### config.mk
export PLATFORM = sky130hd
export DESIGN_NAME = rbs_div
export DESIGN_NICKNAME = d
export VERILOG_FILES = /design/src/rtl/rbs_pkg.sv /design/src/rtl/rbs_div.sv
export SDC_FILE = /design/constraint.sdc
export NUM_CORES = 2
export LEC_CHECK = 0
export ABC_AREA = 0
export BUFFER_PORTS_ARGS = -buffer_cell sky130_fd_sc_hd__buf_4
export CAP_MARGIN = 25
export CORE_MARGIN = 5
export CORE_UTILIZATION = 50
export CTS_BUF_LIST = sky130_fd_sc_hd__clkbuf_2 sky130_fd_sc_hd__clkbuf_4 sky130_fd_sc_hd__clkbuf_8
export DETAILED_ROUTE_END_ITERATION = 8
export PLACE_DENSITY = 0.65
export SYNTH_ARGS = -nofsm -noshare
export SYNTH_HDL_FRONTEND = slang
export SYNTH_SLANG_ARGS = --single-unit
### constraint.sdc
create_clock -name clock -period 22.9 [get_ports clock]
set_clock_uncertainty 0.05 [all_clocks]
set_input_delay 1.145 -clock clock [delete_from_list [all_inputs] [get_ports clock]]
set_output_delay 1.145 -clock clock [all_outputs]
set_load 0.02 [all_outputs]
### src/rtl/rbs_pkg.sv
// Shared constants and types for the ray/box slab intersection pipeline.
package rbs_pkg;

   localparam int FRAC_BITS_DEF = 16;

   // quotient magnitude bits, bits retired per divider stage, divider stages
   localparam int DIV_QB   = 31;
   localparam int DIV_BPS  = 2;
   localparam int DIV_ITER = (DIV_QB + DIV_BPS - 1) / DIV_BPS;
   // abs stage + overflow stage + iterations + sign stage
   localparam int DIV_LAT  = DIV_ITER + 3;

   localparam logic [30:0] T_MAX = 31'h7fff_ffff;

   typedef logic signed [31:0] t_type;

   typedef int unsigned axis_list_type [4];
   localparam axis_list_type PAIR_AXES = '{0, 1, 2, 0};

endpackage

### src/rtl/rbs_div.sv
// Pipelined signed fixed-point divider with symmetric saturation to +-(2^31 - 1).
module rbs_div #(
   parameter int FRAC_BITS = rbs_pkg::FRAC_BITS_DEF
) (
   input  logic               clock,
   input  logic signed [32:0] num,
   input  logic signed [31:0] den,
   output logic signed [31:0] t
);
   import rbs_pkg::*;

   localparam int NW = (33 + FRAC_BITS > DIV_QB + 32) ? 33 + FRAC_BITS : DIV_QB + 32;

   logic [32:0] mn_ff, mn_in;
   logic [31:0] md_ff, md_in;
   logic        na_ff, na_in;

   logic [NW-1:0]     r_ff [DIV_ITER+1];
   logic [31:0]       d_ff [DIV_ITER+1];
   logic [DIV_QB-1:0] q_ff [DIV_ITER+1];
   logic              ng_ff [DIV_ITER+1];
   logic              ov_ff [DIV_ITER+1];

   logic [NW-1:0] n_in;
   logic          ov_in;
   logic [DIV_QB-1:0] tq;
   t_type         t_ff, t_in;

   always_comb begin
      mn_in = num[32] ? (~num[32:0] + 33'd1) : num[32:0];
      md_in = den[31] ? (~den + 32'd1) : den;
      na_in = num[32] ^ den[31];
   end

   always_ff @(posedge clock) begin
      mn_ff <= mn_in;
      md_ff <= md_in;
      na_ff <= na_in;
   end

   always_comb begin
      n_in  = NW'(mn_ff) << FRAC_BITS;
      ov_in = n_in >= (NW'(md_ff) << DIV_QB);
   end

   always_ff @(posedge clock) begin
      r_ff[0]  <= n_in;
      d_ff[0]  <= md_ff;
      q_ff[0]  <= '0;
      ng_ff[0] <= na_ff;
      ov_ff[0] <= ov_in;
   end

   for (genvar s = 0; s < DIV_ITER; s++) begin : g_iter
      logic [NW-1:0]     r_in;
      logic [DIV_QB-1:0] q_in;

      always_comb begin
         logic [NW-1:0] sh;
         int            idx;
         r_in = r_ff[s];
         q_in = q_ff[s];
         for (int k = 0; k < DIV_BPS; k++) begin
            idx = DIV_QB - 1 - s * DIV_BPS - k;
            if (idx >= 0) begin
               sh = NW'(d_ff[s]) << idx;
               if (r_in >= sh) begin
                  r_in      = r_in - sh;
                  q_in[idx] = 1'b1;
               end
            end
         end
      end

      always_ff @(posedge clock) begin
         r_ff[s+1]  <= r_in;
         d_ff[s+1]  <= d_ff[s];
         q_ff[s+1]  <= q_in;
         ng_ff[s+1] <= ng_ff[s];
         ov_ff[s+1] <= ov_ff[s];
      end
   end

   always_comb begin
      tq   = ov_ff[DIV_ITER] ? T_MAX : q_ff[DIV_ITER];
      t_in = ng_ff[DIV_ITER] ? -$signed({1'b0, tq}) : $signed({1'b0, tq});
   end

   always_ff @(posedge clock) begin
      t_ff <= t_in;
   end

   assign t = t_ff;

endmodule

==> Yosys cells after proc, flatten, opt, wreduce, memory -nomap -nowiden <==
Memory sizes are Yosys's and may differ from the RTL's.
Cells that the tools add are included.
{ "classes": {"bitwise_logic": 3, "n_lt_le_gt_ge": 32, "n_mux": 66, "n_addsub": 34} }
{ "ops": {"columns": ["operator", "count"], "rows": [
  ["two-way mux 63 bit", 31],
  ["two-way mux 31 bit", 3],
  ["greater-or-equal comparator 49 x 63 -> 1 bit", 1],
  ["greater-or-equal comparator 63 x 32 -> 1 bit", 1],
  ["greater-or-equal comparator 63 x 33 -> 1 bit", 1],
  ["greater-or-equal comparator 63 x 34 -> 1 bit", 1],
  ["greater-or-equal comparator 63 x 35 -> 1 bit", 1],
  ["greater-or-equal comparator 63 x 36 -> 1 bit", 1],
  ["greater-or-equal comparator 63 x 37 -> 1 bit", 1],
  ["greater-or-equal comparator 63 x 38 -> 1 bit", 1],
  ["greater-or-equal comparator 63 x 39 -> 1 bit", 1],
  ["greater-or-equal comparator 63 x 40 -> 1 bit", 1],
  ["greater-or-equal comparator 63 x 41 -> 1 bit", 1],
  ["greater-or-equal comparator 63 x 42 -> 1 bit", 1],
  ["greater-or-equal comparator 63 x 43 -> 1 bit", 1],
  ["greater-or-equal comparator 63 x 44 -> 1 bit", 1],
  ["greater-or-equal comparator 63 x 45 -> 1 bit", 1],
  ["greater-or-equal comparator 63 x 46 -> 1 bit", 1],
  ["greater-or-equal comparator 63 x 47 -> 1 bit", 1],
  ["greater-or-equal comparator 63 x 48 -> 1 bit", 1],
  ["greater-or-equal comparator 63 x 49 -> 1 bit", 1],
  ["greater-or-equal comparator 63 x 50 -> 1 bit", 1],
  ["greater-or-equal comparator 63 x 51 -> 1 bit", 1],
  ["greater-or-equal comparator 63 x 52 -> 1 bit", 1],
  ["49 further kinds", 79]
]} }
{ "totals": {"n_memories": 5, "regBits": 98, "mem_bits_rw": 2176, "wordCells": 147} }
{ "memory_table": {"columns": ["name", "depth", "width", "read_ports", "rd_clocked_by_memory_dff", "write_ports", "line_no", "rtl"], "rows": [
  ["r_ff", 17, 63, 16, 0, 17, "rbs_div.sv:18", "logic [NW-1:0] r_ff [DIV_ITER+1];"],
  ["d_ff", 17, 32, 16, 0, 17, "rbs_div.sv:19", "logic [31:0] d_ff [DIV_ITER+1];"],
  ["q_ff", 17, 31, 17, 0, 17, "rbs_div.sv:20", "logic [DIV_QB-1:0] q_ff [DIV_ITER+1];"],
  ["ng_ff", 17, 1, 17, 0, 17, "rbs_div.sv:21", "logic ng_ff [DIV_ITER+1];"],
  ["ov_ff", 17, 1, 17, 0, 17, "rbs_div.sv:22", "logic ov_ff [DIV_ITER+1];"]
]} }

==> Depth between registers and ports, before layout <==
An unclocked memory read counts as a cell.
{ "logic_depth": {"word_depth": 5, "ltp_mapped": 34} }

==> Worst setup path before layout <==
OpenSTA, ideal clock, no wires.
{ "synth_path": {"path_type": "register -> register", "start": "memory d_ff[3][12] (netlist: d_ff[0][108])", "end": "memory r_ff[0][275] in the netlist's numbering", "t_arrival_ns": 7.155, "period_less_slack_ns": 7.333, "setup_slack_ns": 15.567, "required_time_ns": 22.722, "setup_time_ns": 0.128, "path_stages_with_launch": 31, "n_path_buf": 5, "cell_sequence": "dfxtp_1 > inv_1 > ha_1 > nand4_1 > or3_1 > a211oi_1 > o21ai_1 > a211oi_1 > o311ai_1 > nand2_1 > buf_1 > clkbuf_1 > clkbuf_1 > nand2_1 > o21ai_0 > fa_1 > nor2b_1 > o21ai_0 > nand2b_1 > a21o_1 > a221o_1 > a31oi_1 > o21ai_0 > a221oi_1 > o21ai_0 > a221o_1 > or2_2 > nor3_1 > clkbuf_1 > clkbuf_1 > o21ai_0"} }
{ "synth_lines": {"columns": ["item", "line_no"], "rows": [
  ["start: declaration", "rbs_div.sv:19"],
  ["end: declaration", "rbs_div.sv:18"]
]} }

==> reports/results.txt <==
GPL Wtd Cong -> 0.947
Synthesized cell area -> 109000 um^2
Most instantiated cells after synthesis -> 1717 x dfxtp_1, 1145 x nor2_1, 1117 x a21oi_1
Worst Max-Slew Pin Slew -> 1110 ps
Fill cell count -> 20300
First-pass GRT wire length -> 513000 um
Vias per inst -> 5.88
Worst skew pair latency -> 1030 ps
Final Hold Viols -> 0
Critical Path RT -> 23720 ps
Post-DP HPWL -> 269000 um
H-tree levels -> 5
Largest net degree at the start of global routing -> 70
DP Area -> 112000 um^2
Post-route DRC -> 0
Final setup TNS -> 0 ps
Multi-input gate area -> 70100 um^2
Synth Register Bits -> 1717
Ranking of synthesized cells by area -> dfxtp_1 32%, ha_1 11%, xnor2_1 6.8%
Fin. max-slew vios -> 0
Asr flop ratio synth -> 0
Starting density of the core -> 0.502
Crit path largest cell delay -> 730 ps
CTS Hold Bufs -> 0
Worst-case clock buffer depth -> 4
Initial drt markers -> 7076
Syn Area/Cell -> 8.31 um^2
CP max-delay cell -> a2111oi_1
Post-CTS Resized -> 0
Root Buffer -> clkbuf_8
Gr usage total -> 0.277
Initial antenna violation count -> 11
Total grt overflow -> 0
Max-Cap Viols -> 0
Detailed-route via count -> 96034
Antenna-violating nets left -> 0
Yosys warnings -> 0
CTS tree -> done
Vias in the first global route -> 92938
Netlist cell types -> 119
Worst-path clk slew -> 60 ps
Post-synth top area share -> 0.315
First-pass DRT Iterations -> 8
IO Count -> 98
Design Area, Final -> 119000 um^2
WP data arrival -> 10140 ps
Kind of start point of the critical path -> flop
Num CTS Buffers -> 311
Endpoints failing setup -> 0
Layout cell share with drive strength beyond 1 -> 0.0848
Max Clock Freq -> 107 MHz
Most frequent cell after synthesis -> dfxtp_1
Min Tclk post-route -> 9320 ps
Outcome -> completed
Final net count -> 14324
Die X -> 477 um
RSZ-0062 raised after global routing -> false
# rows -> 171
Slew headroom -> 0.248
Final Cycle Share -> 0.407
Clk sink count -> 1717
CP Max Fanout -> 59
CP Capture Type -> flop
WL/cell -> 20.3 um
CP bufs+invs -> 6
Die height -> 477 um
Setup CP Type -> flop to flop
Core Region -> 217000 um^2
Reg area -> 34400 um^2
Total wire length -> 331000 um
IO Port Bufs -> 97
Syn Inst Count -> 13112
Hold Path Class -> input pin to flop
Post-CTS setup buffers -> 0
Syn nets -> 14193
Top delay family on crit path -> compound AO/OA/AOI/OAI gates
Die area -> 227000 um^2
Area Overhead vs Synth -> 9.46%
Leading area contributor after synthesis -> dfxtp_1
Post-synth EDFFs -> 0
Post-synthesis sequential area ratio -> 0.315
Most common flop cell mapped by yosys -> dfxtp_1
metrics by stage:
step                cells   util  worst slack (ps)  hold slack [ps]
finish              16325  0.550             13580              235
global route        16324  0.550             12820              150
detailed placement  15779  0.518             13690              262
CTS                 16313  0.550             13650              131
global placement    15776  0.518             13820              259
floorplan           13112      -             15570              260
flip-flops by register name, summed over array words and instances, names as in the netlist:
name and count:
r_ff 802, d_ff 512, q_ff 271, mn_ff 33, md_ff 32, t 32
ng_ff 17, ov_ff 17, na_ff 1
worst register-to-register path, delay by kind of cell, from the launching register on:
family / cells / cell delay, ps
fa+ha+maj: 2 / 690
flops: 1 / 340
simple gates: 8 / 1660
mux: 1 / 350
buf+inv: 6 / 1570
compound gates: 12 / 4530
layer usage:
layer,up-vias,wire (um),global-route usage
met5,-,75,0
met2,2680,154000,0.466
li1,47089,-,-
met4,10,11900,0.0970
met3,622,16900,0.0395
met1,45633,148000,0.363
cell families after synthesis:
family / count (synthesis) / synth area share
AND/OR/NAND/NOR: 4106 / 0.186
AO/OA/AOI/OAI: 3506 / 0.205
flip-flops: 1717 / 0.315
XOR/XNOR: 1258 / 0.101
buffers and inverters: 1197 / 0.0423
adder cells (fa/ha/maj): 1015 / 0.118
multiplexers: 313 / 0.0320
area by class of cell:
cell class	count	share of cell area
multi-input combinational	10198	0.588
sequential	1717	0.288
clock buffer	459	0.0490
tap	2854	0.0299
inverter	855	0.0269
timing repair buffer	160	0.0105
clock inverter	75	0.00791
antenna	7	0.000147
cell usage in the layout (no fill, tap or decap), types with 93 or more instances in the layout:
master and n:
buf_4 152, mux2_2 265, a211oi_1 108, inv_1 840, nand4_1 212, nand2b_1 179
nand2_1 1017, nor2b_1 135, dfxtp_1 1717, o21a_1 174, or4_1 93, a21oi_1 1116
o21ai_0 690, nand3_1 266, xnor2_1 850, ha_1 992, nor3_1 292, or3_1 129
nor2_1 1143, and3_1 104, nor4_1 152, o21bai_1 149, xor2_1 407, a21o_1 498
clkbuf_8 383, o31ai_1 110
path summary, 6_finish.rpt:
check	start	endpoint	slack (ps)	cells past startpoint
worst min-delay path	den[0]	md_ff[0]	240	1
worst max register to register	d_ff[0][360]	r_ff[0][792]	13580	29
worst min register to register	q_ff[0][211]	q_ff[0][242]	250	0
worst max-delay path	d_ff[0][360]	r_ff[0][792]	13580	29
Power is not shown: default switching activity piles up to over one toggle a cycle in this logic, so the estimate is an artifact.
